$ cat src/hdl/single_wire_sensor_reader_core_defines.svh
// Assertion macros shared by the sensor reader RTL.
`ifndef SINGLE_WIRE_SENSOR_READER_CORE_DEFINES_SVH
`define SINGLE_WIRE_SENSOR_READER_CORE_DEFINES_SVH

`ifndef SYNTHESIS
`define SWSR_ASSERT_IMPL(label, clk, rst_n, cond, expr) \
    label: assert property (@(posedge clk) disable iff (!rst_n) (cond) |-> (expr)) \
        else $error("assertion failed");
`define SWSR_ASSERT_NEXT(label, clk, rst_n, cond, expr) \
    label: assert property (@(posedge clk) disable iff (!rst_n) (cond) |=> (expr)) \
        else $error("assertion failed");
`else
`define SWSR_ASSERT_IMPL(label, clk, rst_n, cond, expr)
`define SWSR_ASSERT_NEXT(label, clk, rst_n, cond, expr)
`endif

`endif

$ cat src/hdl/swsr_pkg.sv
`timescale 1ns / 1ps

package swsr_pkg;

    localparam int CFG_W = 16;
    localparam int CFG_IDX_W = 3;
    localparam int FRAME_W = 4;
    localparam int BYTE_W = 8;
    localparam int BIT_IDX_W = 3;
    localparam int DRIVE_W = 2;

    localparam int TIMER_WIDTH_DEF = 16;
    localparam int MAX_FRAME_BYTES_DEF = 8;

    localparam logic [CFG_IDX_W-1:0] REG_START_LOW = 3'd0;
    localparam logic [CFG_IDX_W-1:0] REG_DRIVE_HIGH = 3'd1;
    localparam logic [CFG_IDX_W-1:0] REG_RESP_PROBE = 3'd2;
    localparam logic [CFG_IDX_W-1:0] REG_RESP_HIGH = 3'd3;
    localparam logic [CFG_IDX_W-1:0] REG_BIT_SAMPLE = 3'd4;
    localparam logic [CFG_IDX_W-1:0] REG_EDGE_TIMEOUT = 3'd5;
    localparam logic [CFG_IDX_W-1:0] REG_FRAME_BYTES = 3'd6;

    localparam logic [CFG_W-1:0] START_LOW_RST = 16'd1300;
    localparam logic [CFG_W-1:0] DRIVE_HIGH_RST = 16'd30;
    localparam logic [CFG_W-1:0] RESP_PROBE_RST = 16'd40;
    localparam logic [CFG_W-1:0] RESP_HIGH_RST = 16'd80;
    localparam logic [CFG_W-1:0] BIT_SAMPLE_RST = 16'd40;
    localparam logic [CFG_W-1:0] EDGE_TIMEOUT_RST = 16'd2000;
    localparam logic [FRAME_W-1:0] FRAME_BYTES_RST = 4'd5;

    localparam logic [DRIVE_W-1:0] DRIVE_RELEASE = 2'd0;
    localparam logic [DRIVE_W-1:0] DRIVE_LOW = 2'd1;
    localparam logic [DRIVE_W-1:0] DRIVE_HIGH = 2'd2;

    localparam logic [BIT_IDX_W-1:0] LAST_BIT = 3'd7;

    typedef enum logic [3:0] {
        PH_IDLE       = 4'd0,
        PH_LOW        = 4'd1,
        PH_HIGH       = 4'd2,
        PH_PROBE      = 4'd3,
        PH_RESP_HIGH  = 4'd4,
        PH_RESP_FALL  = 4'd5,
        PH_BIT_RISE   = 4'd6,
        PH_BIT_SAMPLE = 4'd7,
        PH_BIT_FALL   = 4'd8
    } phase_t;

endpackage

$ cat src/hdl/single_wire_sensor_reader_core.sv
// Channel   Handshake             Payload
// in        in_valid / in_stall   mode, line_level
// out       out_valid / out_stall drive, byte_valid, byte_value, last_byte,
//                                 done_res, response_ok, busy_res
// cfg       cfg_valid / cfg_ready cfg_index, cfg_data
//
// One request is taken per clock cycle while in_stall is low; its result appears in the next cycle.
// The rate is set by the update of the phase, timer and byte state for each request.
// Reset returns to idle with all timing registers at their default values.
// A stalled result is held in the output register; a new request is taken in
// the same cycle that the held result leaves, so in_stall follows out_stall.
`timescale 1ns / 1ps
`include "single_wire_sensor_reader_core_defines.svh"

module single_wire_sensor_reader_core #(
    parameter int TIMER_WIDTH = swsr_pkg::TIMER_WIDTH_DEF,
    parameter int MAX_FRAME_BYTES = swsr_pkg::MAX_FRAME_BYTES_DEF
) (
    input  logic                                clk,
    input  logic                                rst_n,
    input  logic                                in_valid,
    output logic                                in_stall,
    input  logic                                mode,
    input  logic                                line_level,
    output logic                                out_valid,
    input  logic                                out_stall,
    output logic [swsr_pkg::DRIVE_W-1:0]        drive,
    output logic                                byte_valid,
    output logic [swsr_pkg::BYTE_W-1:0]         byte_value,
    output logic                                last_byte,
    output logic                                done_res,
    output logic                                response_ok,
    output logic                                busy_res,
    input  logic                                cfg_valid,
    output logic                                cfg_ready,
    input  logic [swsr_pkg::CFG_IDX_W-1:0]      cfg_index,
    input  logic [swsr_pkg::CFG_W-1:0]          cfg_data
);
    import swsr_pkg::*;

    localparam int CMP_W = (TIMER_WIDTH + 1 > CFG_W + 1) ? TIMER_WIDTH + 1 : CFG_W + 1;
    localparam logic [TIMER_WIDTH-1:0] TIMER_LAST = {{(TIMER_WIDTH - 1){1'b1}}, 1'b0};
    localparam logic [FRAME_W-1:0] FRAME_MAX = FRAME_W'(MAX_FRAME_BYTES);
    localparam logic [FRAME_W-1:0] FRAME_MIN = FRAME_W'(1);

    logic [CFG_W-1:0] start_low_reg, drive_high_reg, resp_probe_reg;
    logic [CFG_W-1:0] resp_high_reg, bit_sample_reg, edge_timeout_reg;
    logic [FRAME_W-1:0] frame_bytes_reg;

    phase_t phase_reg, phase_next;
    logic [TIMER_WIDTH-1:0] timer_reg, timer_next;
    logic [BIT_IDX_W-1:0] bit_count_reg, bit_count_next;
    logic [BYTE_W-1:0] shift_reg, shift_next;
    logic [FRAME_W-1:0] byte_count_reg, byte_count_next;
    logic response_seen_reg, response_seen_next;

    logic out_valid_reg;
    logic [DRIVE_W-1:0] drive_reg, drive_next;
    logic byte_valid_reg, byte_valid_next;
    logic [BYTE_W-1:0] byte_value_reg, byte_value_next;
    logic last_byte_reg, last_byte_next;
    logic done_res_reg, done_res_next;
    logic response_ok_reg;
    logic busy_res_reg, busy_res_next;

    logic in_accept;
    logic [CFG_W-1:0] phase_len;
    logic [CMP_W-1:0] count;
    logic elapsed;
    logic [TIMER_WIDTH-1:0] tick_timer;
    logic [FRAME_W-1:0] frame_len;
    logic [FRAME_W-1:0] byte_count_inc;

    assign in_stall = out_valid_reg && out_stall;
    assign in_accept = in_valid && !in_stall;
    assign cfg_ready = 1'b1;

    always_ff @(posedge clk or negedge rst_n)
    begin
        if (!rst_n)
        begin
            start_low_reg <= START_LOW_RST;
            drive_high_reg <= DRIVE_HIGH_RST;
            resp_probe_reg <= RESP_PROBE_RST;
            resp_high_reg <= RESP_HIGH_RST;
            bit_sample_reg <= BIT_SAMPLE_RST;
            edge_timeout_reg <= EDGE_TIMEOUT_RST;
            frame_bytes_reg <= FRAME_BYTES_RST;
        end
        else if (cfg_valid)
        begin
            case (cfg_index)
                REG_START_LOW:    start_low_reg <= cfg_data;
                REG_DRIVE_HIGH:   drive_high_reg <= cfg_data;
                REG_RESP_PROBE:   resp_probe_reg <= cfg_data;
                REG_RESP_HIGH:    resp_high_reg <= cfg_data;
                REG_BIT_SAMPLE:   bit_sample_reg <= cfg_data;
                REG_EDGE_TIMEOUT: edge_timeout_reg <= cfg_data;
                REG_FRAME_BYTES:  frame_bytes_reg <= cfg_data[FRAME_W-1:0];
                default:          ;
            endcase
        end
    end

    always_comb
    begin
        case (phase_reg)
            PH_LOW:        phase_len = start_low_reg;
            PH_HIGH:       phase_len = drive_high_reg;
            PH_PROBE:      phase_len = resp_probe_reg;
            PH_RESP_HIGH:  phase_len = resp_high_reg;
            PH_BIT_SAMPLE: phase_len = bit_sample_reg;
            default:       phase_len = edge_timeout_reg;
        endcase
    end

    // A phase also ends when the timer would reach its all-ones value.
    assign count = CMP_W'(timer_reg) + CMP_W'(1);
    assign elapsed = (count >= CMP_W'(phase_len)) || (timer_reg == TIMER_LAST);
    assign tick_timer = elapsed ? '0 : count[TIMER_WIDTH-1:0];

    assign frame_len = (frame_bytes_reg == '0) ? FRAME_MIN :
                       (frame_bytes_reg > FRAME_MAX) ? FRAME_MAX : frame_bytes_reg;
    assign byte_count_inc = byte_count_reg + FRAME_W'(1);

    always_comb
    begin
        phase_next = phase_reg;
        timer_next = timer_reg;
        bit_count_next = bit_count_reg;
        shift_next = shift_reg;
        byte_count_next = byte_count_reg;
        response_seen_next = response_seen_reg;
        byte_valid_next = 1'b0;
        byte_value_next = '0;
        last_byte_next = 1'b0;
        done_res_next = 1'b0;
        if (mode)
        begin
            if (phase_reg == PH_IDLE)
            begin
                phase_next = PH_LOW;
                timer_next = '0;
                bit_count_next = '0;
                shift_next = '0;
                byte_count_next = '0;
                response_seen_next = 1'b0;
            end
        end
        else
        begin
            case (phase_reg)
                PH_LOW:
                begin
                    timer_next = tick_timer;
                    if (elapsed)
                    begin
                        phase_next = PH_HIGH;
                    end
                end
                PH_HIGH:
                begin
                    timer_next = tick_timer;
                    if (elapsed)
                    begin
                        phase_next = PH_PROBE;
                    end
                end
                PH_PROBE:
                begin
                    timer_next = tick_timer;
                    if (elapsed)
                    begin
                        if (!line_level)
                        begin
                            phase_next = PH_RESP_HIGH;
                        end
                        else
                        begin
                            phase_next = PH_IDLE;
                            done_res_next = 1'b1;
                        end
                    end
                end
                PH_RESP_HIGH:
                begin
                    timer_next = tick_timer;
                    if (elapsed)
                    begin
                        if (line_level)
                        begin
                            response_seen_next = 1'b1;
                            phase_next = PH_RESP_FALL;
                        end
                        else
                        begin
                            phase_next = PH_IDLE;
                            done_res_next = 1'b1;
                        end
                    end
                end
                PH_RESP_FALL:
                begin
                    if (!line_level || elapsed)
                    begin
                        timer_next = '0;
                        bit_count_next = '0;
                        byte_count_next = '0;
                        phase_next = PH_BIT_RISE;
                    end
                    else
                    begin
                        timer_next = tick_timer;
                    end
                end
                PH_BIT_RISE:
                begin
                    if (line_level || elapsed)
                    begin
                        timer_next = '0;
                        phase_next = PH_BIT_SAMPLE;
                    end
                    else
                    begin
                        timer_next = tick_timer;
                    end
                end
                PH_BIT_SAMPLE:
                begin
                    timer_next = tick_timer;
                    if (elapsed)
                    begin
                        shift_next[LAST_BIT - bit_count_reg] = line_level;
                        phase_next = PH_BIT_FALL;
                    end
                end
                PH_BIT_FALL:
                begin
                    if (!line_level || elapsed)
                    begin
                        timer_next = '0;
                        if (bit_count_reg == LAST_BIT)
                        begin
                            byte_valid_next = 1'b1;
                            byte_value_next = shift_reg;
                            byte_count_next = byte_count_inc;
                            bit_count_next = '0;
                            if (byte_count_inc >= frame_len)
                            begin
                                last_byte_next = 1'b1;
                                done_res_next = 1'b1;
                                phase_next = PH_IDLE;
                            end
                            else
                            begin
                                phase_next = PH_BIT_RISE;
                            end
                        end
                        else
                        begin
                            bit_count_next = bit_count_reg + BIT_IDX_W'(1);
                            phase_next = PH_BIT_RISE;
                        end
                    end
                    else
                    begin
                        timer_next = tick_timer;
                    end
                end
                default:
                begin
                    phase_next = PH_IDLE;
                    timer_next = '0;
                end
            endcase
        end
    end

    always_comb
    begin
        case (phase_next)
            PH_LOW:  drive_next = DRIVE_LOW;
            PH_HIGH: drive_next = DRIVE_HIGH;
            default: drive_next = DRIVE_RELEASE;
        endcase
        busy_res_next = (phase_next != PH_IDLE);
    end

    always_ff @(posedge clk or negedge rst_n)
    begin
        if (!rst_n)
        begin
            phase_reg <= PH_IDLE;
            timer_reg <= '0;
            bit_count_reg <= '0;
            shift_reg <= '0;
            byte_count_reg <= '0;
            response_seen_reg <= 1'b0;
            out_valid_reg <= 1'b0;
        end
        else
        begin
            if (in_accept)
            begin
                phase_reg <= phase_next;
                timer_reg <= timer_next;
                bit_count_reg <= bit_count_next;
                shift_reg <= shift_next;
                byte_count_reg <= byte_count_next;
                response_seen_reg <= response_seen_next;
                out_valid_reg <= 1'b1;
            end
            else if (!out_stall)
            begin
                out_valid_reg <= 1'b0;
            end
        end
    end

    always_ff @(posedge clk)
    begin
        if (in_accept)
        begin
            drive_reg <= drive_next;
            byte_valid_reg <= byte_valid_next;
            byte_value_reg <= byte_value_next;
            last_byte_reg <= last_byte_next;
            done_res_reg <= done_res_next;
            response_ok_reg <= response_seen_next;
            busy_res_reg <= busy_res_next;
        end
    end

    assign out_valid = out_valid_reg;
    assign drive = drive_reg;
    assign byte_valid = byte_valid_reg;
    assign byte_value = byte_value_reg;
    assign last_byte = last_byte_reg;
    assign done_res = done_res_reg;
    assign response_ok = response_ok_reg;
    assign busy_res = busy_res_reg;

    // The last byte of a frame always ends the transaction.
    `SWSR_ASSERT_IMPL(a_last_ends, clk, rst_n, out_valid_reg && last_byte_reg, byte_valid_reg && done_res_reg)
    // A finished transaction leaves the block idle.
    `SWSR_ASSERT_IMPL(a_done_idle, clk, rst_n, out_valid_reg && done_res_reg, !busy_res_reg)
    // The line is only driven while a transaction runs.
    `SWSR_ASSERT_IMPL(a_drive_busy, clk, rst_n, out_valid_reg && drive_reg != DRIVE_RELEASE, busy_res_reg)
    // An accepted start from idle always begins with the low pulse.
    `SWSR_ASSERT_NEXT(a_start_low, clk, rst_n, in_accept && mode && phase_reg == PH_IDLE, phase_reg == PH_LOW)

endmodule

$ cat config.mk
export PLATFORM = sky130hd
export DESIGN_NAME = single_wire_sensor_reader_core
export DESIGN_NICKNAME = d
export VERILOG_FILES = /design/src/hdl/swsr_pkg.sv /design/src/hdl/single_wire_sensor_reader_core.sv
export VERILOG_INCLUDE_DIRS = /design/src /design/src/hdl
export SDC_FILE = /design/constraint.sdc
export NUM_CORES = 1
export LEC_CHECK = 0
export BUFFER_PORTS_ARGS = -buffer_cell sky130_fd_sc_hd__buf_2
export CORE_MARGIN = 4
export CORE_UTILIZATION = 45
export DETAILED_ROUTE_END_ITERATION = 7
export SLEW_MARGIN = 20
export SYNTH_ARGS = -nofsm -noshare
export SYNTH_HDL_FRONTEND = slang
export SYNTH_SLANG_ARGS = --single-unit
$ cat constraint.sdc
create_clock -name clk -period 5.9 [get_ports clk]
set_input_delay 1.77 -clock clk [delete_from_list [all_inputs] [get_ports clk]]
set_output_delay 1.77 -clock clk [all_outputs]
set_load 0.1 [all_outputs]
==> metrics.csv, run 1 <==
metric,value,unit
status,completed,
worst skew pair latency,0.42,ns
biggest area consumer among synthesized cells,dfrtp_1,
Final Cycle Share,75.52,%
vias in the first global route,5752,
CTS Root Cell,clkbuf_16,
Hold WS,0.4870,ns
Fin Setup TNS,0,ns
layout cells sized above 1,30.87,%
worst hold path class,flip-flop to flip-flop,
Starting Density,46.13,%
nets,755,
CP max FO,16,
DP Wirelength,12.49,mm
PD cells,373.9,nW/um^2
prevailing post-synth register cell,dfrtp_1,
die height,138.9,microns
Antenna Nets Post-Route,0,
Leakage,3.720,nW
asr flop ratio synth,90.13,%
"Slew Viols, Final",0,
RSZ-0062 raised after global routing,false,
Port Buf Inserts,42,
diodes inserted,0,
antenna violations before repair,1,
clock transition at the registers of the reported paths,0.06,ns
Die ar.,19280,sq um
Setup Skew,0.008083,ns
# Post-CTS Setup Buffers,0,
worst r2r src,phase_reg[3],
Post-CTS Resized,0,
CTS buffer count,17,
total track usage,19.25,%
post-layout min period,4.456,ns
DP Area,8185,sq um
Die Wd,138.9,microns
"EDFF count, synth",15,
Setup crit start,phase_reg[3],
Max Fclk,224.4,MHz
WP data required,6.26,ns
# H-tree levels,4,
sequential area share after synthesis,50.70,%
Vias,5563,
"Avg Cell Area, Syn",11.57,sq um
Setup WS post-layout,1.444,ns
"Design Area, Final",8781,sq um
crit path DAT,4.82,ns
CORE AREA,16700,sq um
"Cell Area, Synth",7705,sq um
maximum buffer depth of the clock tree,2,
worst rel slew slack,29.82,%
CP Capture Type,flip-flop,
DR vias/cell,5.943,
first-pass GRT wire length,30.08,mm
r2r setup slk,1.44,ns
startpoint type of the worst setup path,flip-flop,
CTS tree,yes,
Iteration-0 DRC Markers,430,
worst setup path category,flip-flop to flip-flop,
Synth top area share,37.35,%
worst hold start,shift_reg[5],
Worst VDD drop,0.0002429,V
Final Wtd Congestion,0.8796,
IO Pins,44,
Final setup viols,0,
WL final,18.20,mm
Worst Tran Pin Value,1.052,ns
DRC viols,0,
Row Count,47,
P&R area growth vs syn,13.97,%
DR pass1 iterations,5,
top post-synthesis cells by area,"dfrtp_1 37%, mux2_2 15%, dfstp_2 7.5%",
Setup WS pre-CTS,1.412,ns
Routed WL per cell,19.44,microns
Cell variety after synth,66,
grt total ovfl,0,
CTS Sinks,152,
largest net degree at the start of global routing,101,
Synth Warn #,0,
post-cts hold buffer count,0,
endpoints failing hold,0,
register bit total from synthesis,152,
Synthesized Nets,717,
max cap viols,0,
Mapped Cells,666,
-- report_power, final --
group	switching [mW]	internal, mW
clock network	0.413	0.665
registers	0.131	1.26
logic	0.470	0.345
total	1.01	2.27
-- area by class of cell --
cell class              count  area (sq um)
clock buffers              24         491.7
clock inverters             7         92.59
fillers                  1465          7920
inverters                  21         78.83
multi-input cells         458          3626
flip-flops and latches    152          3906
well taps                 220         275.3
repair buffers             54         310.3
-- final timing paths --
check,end,cells after the start
hold reg to reg,shift_reg[5],1
hold / removal,shift_reg[5],1
setup / recovery,byte_count_reg[0],14
max in group asynchronous,edge_timeout_reg[8],2
setup reg to reg,byte_count_reg[0],14
min in group asynchronous,timer_reg[12],1
-- critical path, stage by stage (launching register included) --
cell and delay [ns]:
dfrtp_1 0.55, nand2b_1 0.26, nor3_2 0.76, buf_4 0.31, a222oi_1 0.11, nand2_1 0.08
a21oi_1 0.06, ha_1 0.31, nand4_1 0.14, nor3_1 0.32, o41ai_2 0.12, buf_4 0.19
a31oi_1 0.67, and3_1 0.34, mux2_2 0.17
-- cells in the final DEF, fill, tap and decap left out, types with 5 or more instances in the layout --
cell type,synthesis,final
xnor2_1,9,9
o21ai_0,26,26
a32o_1,15,15
buf_4,1,11
mux2_2,104,104
nor3_1,11,8
nand4_1,6,6
nand2b_1,7,7
dfstp_2,22,22
a222oi_1,16,16
nor2_1,31,31
dfrtp_1,115,115
and2_1,10,10
buf_2,1,41
o2111ai_1,5,5
nand3_1,16,16
inv_1,20,20
clkbuf_16,0,17
ha_1,25,25
a21oi_1,32,32
nand2_1,48,48
and3_1,5,5
xor2_1,7,7
a22oi_1,15,15
edfxtp_1,15,15
-- cells in the mapped netlist (all sizes together) (2+ instances only) --
| cell | number |
|---|---|
| a2111oi | 4 |
| a211oi | 3 |
| a21o | 3 |
| a21oi | 32 |
| a222oi | 16 |
| a22o | 3 |
| a22oi | 15 |
| a31oi | 4 |
| a32o | 15 |
| and2 | 10 |
| and3 | 6 |
| buf | 5 |
| clkbuf | 30 |
| dfrtp | 115 |
| dfstp | 22 |
| edfxtp | 15 |
| ha | 25 |
| inv | 20 |
| mux2 | 105 |
| mux2i | 3 |
| nand2 | 48 |
| nand2b | 7 |
| nand3 | 17 |
| nand4 | 6 |
| nand4b | 4 |
| nor2 | 31 |
| nor3 | 11 |
| nor3b | 4 |
| o2111ai | 5 |
| o211ai | 2 |
| o21a | 2 |
| o21ai | 30 |
| o22ai | 4 |
| o2bb2ai | 2 |
| o31a | 2 |
| o31ai | 3 |
| or3 | 3 |
| xnor2 | 9 |
| xor2 | 7 |
-- cell families (layout without fill, tap and decap cells) --
logic type / after synthesis / after routing / share of synthesized area, %
buf+inv: 56 / 106 / 2.891
simple gates: 152 / 152 / 9.857
compound gates: 156 / 156 / 14.89
mux: 108 / 108 / 15.74
fa+ha+maj: 25 / 25 / 4.060
other cells: 1 / 1 / 0.04867
xor+xnor: 16 / 16 / 1.819
flops: 152 / 152 / 50.70
-- metrics by stage --
| step | util, % | cells | total power, mW |
|---|---|---|---|
| 6_report | 52.58 | 936 | 3.283 |
| 4_1_cts | 52.51 | 935 | 3.306 |
| 3_3_place_gp | 49.01 | 904 | 2.186 |
| 5_1_grt | 52.58 | 936 | 3.465 |
| 3_5_place_dp | 49.01 | 904 | 2.224 |
| 2_1_floorplan | - | 666 | 1.961 |
-- metal layers --
metal | GRT usage, % | wire length (microns) | vias up
met4 | 6.437 | 312 | 2
met1 | 25.25 | 8162 | 2813
met3 | 4.000 | 773 | 29
li1 | - | - | 2580
met2 | 32.01 | 8944 | 139
met5 | 0 | 7 | -
Power figures use the tool's default switching activity.
==> run 2, diff against run 1 <==
==> constraint.sdc (replaced) <==
create_clock -name clk -period 3.96 [get_ports clk]
set_input_delay 1.188 -clock clk [delete_from_list [all_inputs] [get_ports clk]]
set_output_delay 1.188 -clock clk [all_outputs]
set_load 0.1 [all_outputs]
==> run 2 against run 1 <==
- the flow now finishes with violations (DRC)
- final area increased by 2.4%
- largest power group unchanged
- critical path depth decreased by 1
- sequential share of layout area decreased by 1.0 points
- hold slack got worse by 0.0043 ns
- via count increased by 2.1%
- fmax increased by 21%
- utilization increased by 1.3 points
- critical endpoint is now drive[1]
- non-clock buffer count increased by 16
==> metrics.csv, run 2 (synthesis results as in run 1) <==
metric,value,unit,change
multi-input logic area,3617,sq um,was 3626 sq um
die height,138.9,microns,unchanged
Worst Tran Pin Value,0.9469,ns,was 1.052 ns
DP Wirelength,12.74,mm,was 12.49 mm
"most common cell after layout, fill and taps aside",dfrtp_1,,unchanged
crit path DAT,3.86,ns,was 4.82 ns
RSZ-0062 raised after global routing,false,,unchanged
nets,771,,was 755
Row Count,47,,unchanged
# H-tree levels,4,,unchanged
sequential standard cell area,3911,sq um,was 3906 sq um
CP Capture Type,flip-flop,,unchanged
post-cts hold buffer count,0,,unchanged
r2r setup slk,0.28,ns,was 1.44 ns
total track usage,19.68,%,was 19.25%
DR pass1 iterations,8,,was 5
worst hold path class,flip-flop to flip-flop,,unchanged
largest net degree at the start of global routing,105,,was 101
worst setup path category,flip-flop to flip-flop,,unchanged
failing checks,DRC,,
max cap viols,0,,unchanged
Final Wtd Congestion,0.9355,,was 0.8796
Setup Skew,0.01133,ns,was 0.008083 ns
Worst R2R Path Depth,13,,was 14
fin util,53.86,%,was 52.58%
startpoint type of the worst setup path,flip-flop,,unchanged
Worst VDD drop,0.0003670,V,was 0.0002429 V
# Post-CTS Setup Buffers,0,,unchanged
P&R area growth vs syn,16.74,%,was 13.97%
Starting Density,46.13,%,unchanged
Die Wd,138.9,microns,unchanged
most frequent cells in the layout,"111 x dfrtp_1, 104 x mux2_2, 48 x nand2_1, 41 x buf_2, 32 x a21oi_1",,"was 115 x dfrtp_1, 104 x mux2_2, 48 x nand2_1, 41 x buf_2, 32 x a21oi_1"
Antenna Nets Post-Route,0,,unchanged
WP data required,4.14,ns,was 6.26 ns
busiest layer in global routing,met2,,unchanged
WL final,18.41,mm,was 18.20 mm
Fin Setup TNS,0,ns,unchanged
CP max FO,8,,was 16
Port Buf Inserts,42,,unchanged
slowest cell on the critical path,dfrtp_1,,was nor3_2
worst rel slew slack,36.87,%,was 29.82%
Routed WL per cell,19.31,microns,was 19.44 microns
DRC viols,15,,was 0
Max Fclk,271.8,MHz,was 224.4 MHz
layout cells sized above 1,33.70,%,was 30.87%
CORE AREA,16700,sq um,unchanged
Pint,3.474,mW,was 2.270 mW
clock transition at the registers of the reported paths,0.06,ns,about the same
grt total ovfl,0,,unchanged
share of total power in the clock network,33.6,%,was 32.8%
cell mode on critical path,a21o_1,,was buf_4
Non-Filler Instances,953,,was 936
met1 Use GR,26.47,%,was 25.25%
status,finished with violations,,was completed
Crit path depth,13,,was 14
first-pass GRT wire length,30.46,mm,was 30.08 mm
endpoints failing hold,0,,unchanged
post-layout min period,3.680,ns,was 4.456 ns
Vias,5678,,was 5563
CTS tree,yes,,unchanged
Die ar.,19280,sq um,unchanged
CP endpoint,drive[1],,was byte_count_reg[0]
Final Cycle Share,92.92,%,was 75.52%
"delay-heaviest family, CP",simple AND/OR/NAND/NOR gates,,unchanged
worst skew pair latency,0.43,ns,was 0.42 ns
GRT met3 Usage,3.552,%,was 4.000%
DR vias/cell,5.958,,was 5.943
maximum buffer depth of the clock tree,2,,unchanged
IO Pins,44,,unchanged
CTS buffer count,17,,unchanged
Logic pwr share,25.2,%,was 24.8%
filler cell count,1490,,was 1465
Sw Share,30.54,%,was 30.85%
PD cells,556.0,nW/um^2,was 373.9 nW/um^2
Seq pwr share,41.2,%,was 42.4%
RR Endpoint,drive[1],,was byte_count_reg[0]
CTS Root Cell,clkbuf_16,,unchanged
Switching Power,1.527,mW,was 1.013 mW
Final setup viols,0,,unchanged
Bufs and invs on worst path,0,,was 2
CTS Sinks,152,,unchanged
antenna violations before repair,0,,was 1
Hold WS,0.4827,ns,was 0.4870 ns
Setup crit start,timer_reg[4],,was phase_reg[3]
Leakage,3.825,nW,was 3.720 nW
Iteration-0 DRC Markers,395,,was 430
met2 usage,32.01,%,unchanged
diodes inserted,0,,unchanged
"Slew Viols, Final",0,,unchanged
worst r2r src,timer_reg[4],,was phase_reg[3]
vias in the first global route,5751,,was 5752
Placed Instances,921,,was 904
Crit path largest cell delay,0.43,ns,was 0.76 ns
total power,5.001,mW,was 3.283 mW
cell chain of the critical path,nand3_2 -> or3_4 -> nor2_2 -> nand3_1 -> xnor2_1 -> ha_1 -> a21o_1 -> a21o_1 -> a31oi_2 -> and3_4 -> nand2_1 -> mux2_1 -> and4_1,,was nand2b_1 -> nor3_2 -> buf_4 -> a222oi_1 -> nand2_1 -> a21oi_1 -> ha_1 -> nand4_1 -> nor3_1 -> o41ai_2 -> buf_4 -> a31oi_1 -> and3_1 -> mux2_2
[run 2: cell types whose count changed in the layout (fill, tap and decap cells not counted), moves of 3 or more]
cell	previous run	this run
buf_12	0	5
dfrtp_2	0	4
buf_4	11	22
inv_6	0	3
dfrtp_1	115	111
[run 2: worst min-delay path by stage]
stage	depth (start not counted)	end	start	slack (ns)
global route	1	shift_reg[5]	shift_reg[5]	0.50
global placement	1	shift_reg[5]	shift_reg[5]	0.47
floorplan	1	shift_reg[0]	shift_reg[0]	0.45
finish	1	shift_reg[5]	shift_reg[5]	0.48
detailed placement	1	shift_reg[5]	shift_reg[5]	0.47
CTS	1	shift_reg[5]	shift_reg[5]	0.49
[run 2: power groups by stage]
stage,Clock [mW],Sequential [mW],Combinational (mW)
2_1_floorplan,0,2.08,0.841
3_3_place_gp,0,2.07,1.22
3_5_place_dp,0,2.08,1.25
4_1_cts,1.71,2.05,1.26
5_1_grt,1.78,2.10,1.41
6_report,1.68,2.06,1.26
[run 2: routing by layer]
layer | wire length, microns | up-vias
met4 | 411 | 0
met1 | 8377 | 2872
li1 | - | 2622
met3 | 725 | 33
met2 | 8892 | 151
met5 | 0 | -
[run 2: area by class of cell]
class                           instances  area share [%]
Sequential cell                       152           43.48
Inverter                               21          0.8763
Clock buffer                           23           5.661
Timing Repair Buffer                   70           5.481
Tap cell                              220           3.060
Multi-Input combinational cell        458           40.21
Clock inverter                          9           1.224
[run 2: repair_timing]
item                                   CTS  global route
endpoints found under the hold margin    0             0
setup endpoints to repair                0             9
resized for setup                        0             8
[run 2: per-stage QoR]
stage,worst slack (ns),instance area (sq um)
after global routing,0.01008,8995
final,0.2805,8995
after global placement,0.09758,8351
after CTS,0.04926,8970
after floorplan,0.02833,7710
after detailed placement,0.07358,8351
==> run 3, diff against run 2 <==
--- a/config.mk
+++ b/config.mk
@@ -8,8 +8,10 @@
 export LEC_CHECK = 0
 export BUFFER_PORTS_ARGS = -buffer_cell sky130_fd_sc_hd__buf_2
 export CORE_MARGIN = 4
-export CORE_UTILIZATION = 45
+export CORE_UTILIZATION = 55
 export DETAILED_ROUTE_END_ITERATION = 7
+export GPL_TIMING_DRIVEN = 0
+export PLACE_DENSITY = 0.76
 export SLEW_MARGIN = 20
 export SYNTH_ARGS = -nofsm -noshare
 export SYNTH_HDL_FRONTEND = slang
==> run 3 against run 2 <==
- the flow now finishes without violations
- sequential share of layout area fell by 0.39 points
- critical path depth increased by 2
- fmax shrank 4.3%
- register-to-register slack got worse by 0.17 ns
- sequential power barely moved
- power is 0.43% higher
- non-clock buffer count grew 19
- final area increased by 0.85%
- critical path type unchanged
- critical endpoint is now bit_count_reg[1]
==> metrics.csv, run 3 (synthesis results as in run 1) <==
metric,value,unit,change
Max Fclk,260.0,MHz,was 271.8 MHz
Final setup viols,0,,unchanged
maximum buffer depth of the clock tree,2,,unchanged
DP Wirelength,12.75,mm,was 12.74 mm
Port Buf Inserts,39,,was 42
busiest layer in global routing,met2,,unchanged
Non-Filler Instances,928,,was 953
Starting Density,57.05,%,was 46.13%
WL final,18.76,mm,was 18.41 mm
nets,790,,was 771
"Slew Viols, Final",0,,unchanged
share of total power in the clock network,30.8,%,was 33.6%
startpoint type of the worst setup path,flip-flop,,unchanged
CP Capture Type,flip-flop,,unchanged
crit path DAT,4.16,ns,was 3.86 ns
PD cells,553.7,nW/um^2,was 556.0 nW/um^2
Worst Tran Pin Value,0.9192,ns,was 0.9469 ns
WP data required,4.27,ns,was 4.14 ns
endpoints failing hold,0,,unchanged
worst rel slew slack,37.13,%,was 36.87%
CTS Sinks,152,,unchanged
Row Count,42,,was 47
DR vias/cell,6.304,,was 5.958
met2 usage,40.54,%,was 32.01%
max cap viols,0,,unchanged
Seq pwr share,40.8,%,was 41.2%
IO Pins,44,,unchanged
CORE AREA,13510,sq um,was 16700 sq um
Antenna Nets Post-Route,0,,unchanged
first-pass GRT wire length,30.24,mm,was 30.46 mm
post-layout min period,3.847,ns,was 3.680 ns
antenna violations before repair,0,,unchanged
P&R area growth vs syn,17.73,%,was 16.74%
"most common cell after layout, fill and taps aside",dfrtp_1,,unchanged
Vias,5850,,was 5678
total track usage,23.92,%,was 19.68%
CTS tree,yes,,unchanged
most frequent cells in the layout,"113 x dfrtp_1, 104 x mux2_2, 47 x nand2_1, 39 x buf_2, 27 x nor2_1",,"was 111 x dfrtp_1, 104 x mux2_2, 48 x nand2_1, 41 x buf_2, 32 x a21oi_1"
GRT met3 Usage,5.422,%,was 3.552%
diodes inserted,0,,unchanged
die height,126.4,microns,was 138.9 microns
largest net degree at the start of global routing,79,,was 105
Placed Instances,882,,was 921
Iteration-0 DRC Markers,515,,was 395
CTS buffer count,17,,unchanged
Leakage,3.860,nW,was 3.825 nW
DR pass1 iterations,7,,was 8
worst skew pair latency,0.43,ns,about the same
CTS Root Cell,clkbuf_16,,unchanged
Switching Power,1.648,mW,was 1.527 mW
Pint,3.375,mW,was 3.474 mW
CP max FO,10,,was 8
Routed WL per cell,20.22,microns,was 19.31 microns
Logic pwr share,28.4,%,was 25.2%
Die Wd,126.4,microns,was 138.9 microns
worst setup path category,flip-flop to flip-flop,,unchanged
DRC viols,0,,was 15
Setup Skew,0.007446,ns,was 0.01133 ns
Final Wtd Congestion,0.9033,,was 0.9355
vias in the first global route,5821,,was 5751
# H-tree levels,4,,unchanged
status,completed,,was finished with violations
Worst VDD drop,0.0003416,V,was 0.0003670 V
total power,5.023,mW,was 5.001 mW
grt total ovfl,0,,unchanged
met1 Use GR,30.39,%,was 26.47%
Sw Share,32.80,%,was 30.54%
clock transition at the registers of the reported paths,0.06,ns,about the same
layout cells sized above 1,35.24,%,was 33.70%
Final Cycle Share,97.14,%,was 92.92%
worst hold path class,flip-flop to flip-flop,,unchanged
Die ar.,15970,sq um,was 19280 sq um
-- run 3: changes by cell type in the layout (fill, tap and decap cells not counted), moves of 5 or more --
cell	delta
clkbuf_4	+5
a21oi_2	+6
clkbuf_1	+18
buf_12	-5
a21oi_1	-6
-- run 3: critical path, stage by stage, from the launching register on --
cell      delay (ns)
dfrtp_2         0.45
buf_4           0.25
nor3_4          0.07
buf_4           0.20
a222oi_1        0.37
nand2_1         0.13
a21oi_2         0.17
ha_1            0.29
a21o_1          0.17
a21o_1          0.18
a31oi_2         0.21
buf_4           0.17
nand3_4         0.13
o31a_1          0.38
o21ai_2         0.21
mux2_2          0.36
-- run 3: final cells by class --
cell class                      instances  area [sq um]
Fill cell                             990          4434
Sequential cell                       152          3909
Multi-Input combinational cell        458          3747
Clock buffer                           22         464.2
Timing Repair Buffer                   57         360.3
Tap cell                              176         220.2
Buffer                                 32         195.2
Clock inverter                         10         96.34
Inverter                               21         78.83
-- run 3: final timing paths --
kind	startpoint	to	slack [ns]	cells past startpoint
max in group asynchronous	rst_n	frame_bytes_reg[0]	2.51	2
hold / removal	shift_reg[5]	shift_reg[5]	0.49	1
hold reg to reg	shift_reg[5]	shift_reg[5]	0.49	1
min in group asynchronous	rst_n	resp_probe_reg[9]	0.68	1
setup reg to reg	phase_reg[0]	bit_count_reg[1]	0.11	15
setup / recovery	phase_reg[0]	bit_count_reg[1]	0.11	15
-- run 3: power by group through the flow --
stage / clock network (mW) / logic (mW) / registers, mW
2_1_floorplan: 0 / 0.841 / 2.08
3_3_place_gp: 0 / 1.20 / 2.04
3_5_place_dp: 0 / 1.26 / 2.06
4_1_cts: 1.56 / 1.35 / 2.04
5_1_grt: 1.65 / 1.55 / 2.08
6_report: 1.55 / 1.43 / 2.05
-- run 3: through the flow --
| step | cell area [sq um] | utilization, % | worst slack, ns | hold slack [ns] | setup TNS [ns] |
|---|---|---|---|---|---|
| after floorplan | 7710 | - | 0.02833 | 0.4481 | 0 |
| after global placement | 8125 | 60.16 | -1.369 | 0.4729 | -50.96 |
| after detailed placement | 8163 | 60.44 | -1.446 | 0.4709 | -52.88 |
| after CTS | 8885 | 65.79 | 0.006484 | 0.4876 | 0 |
| after global routing | 9071 | 67.17 | -0.03900 | 0.5162 | -0.06353 |
| final | 9071 | 67.17 | 0.1132 | 0.4867 | 0 |
-- run 3: per-layer routing --
layer,routed length (microns),vias to the layer above
met1,7787,2962
met3,1135,43
met2,9403,191
li1,-,2654
met5,0,-
met4,437,0
-- run 3: repair_timing --
action,4_1_cts,5_1_grt
pin swaps,6,11
hold buffers,0,0
hold endpoints to repair,0,0
gates resized for setup,41,32
buffers inserted,6,11
setup endpoints to repair,51,41
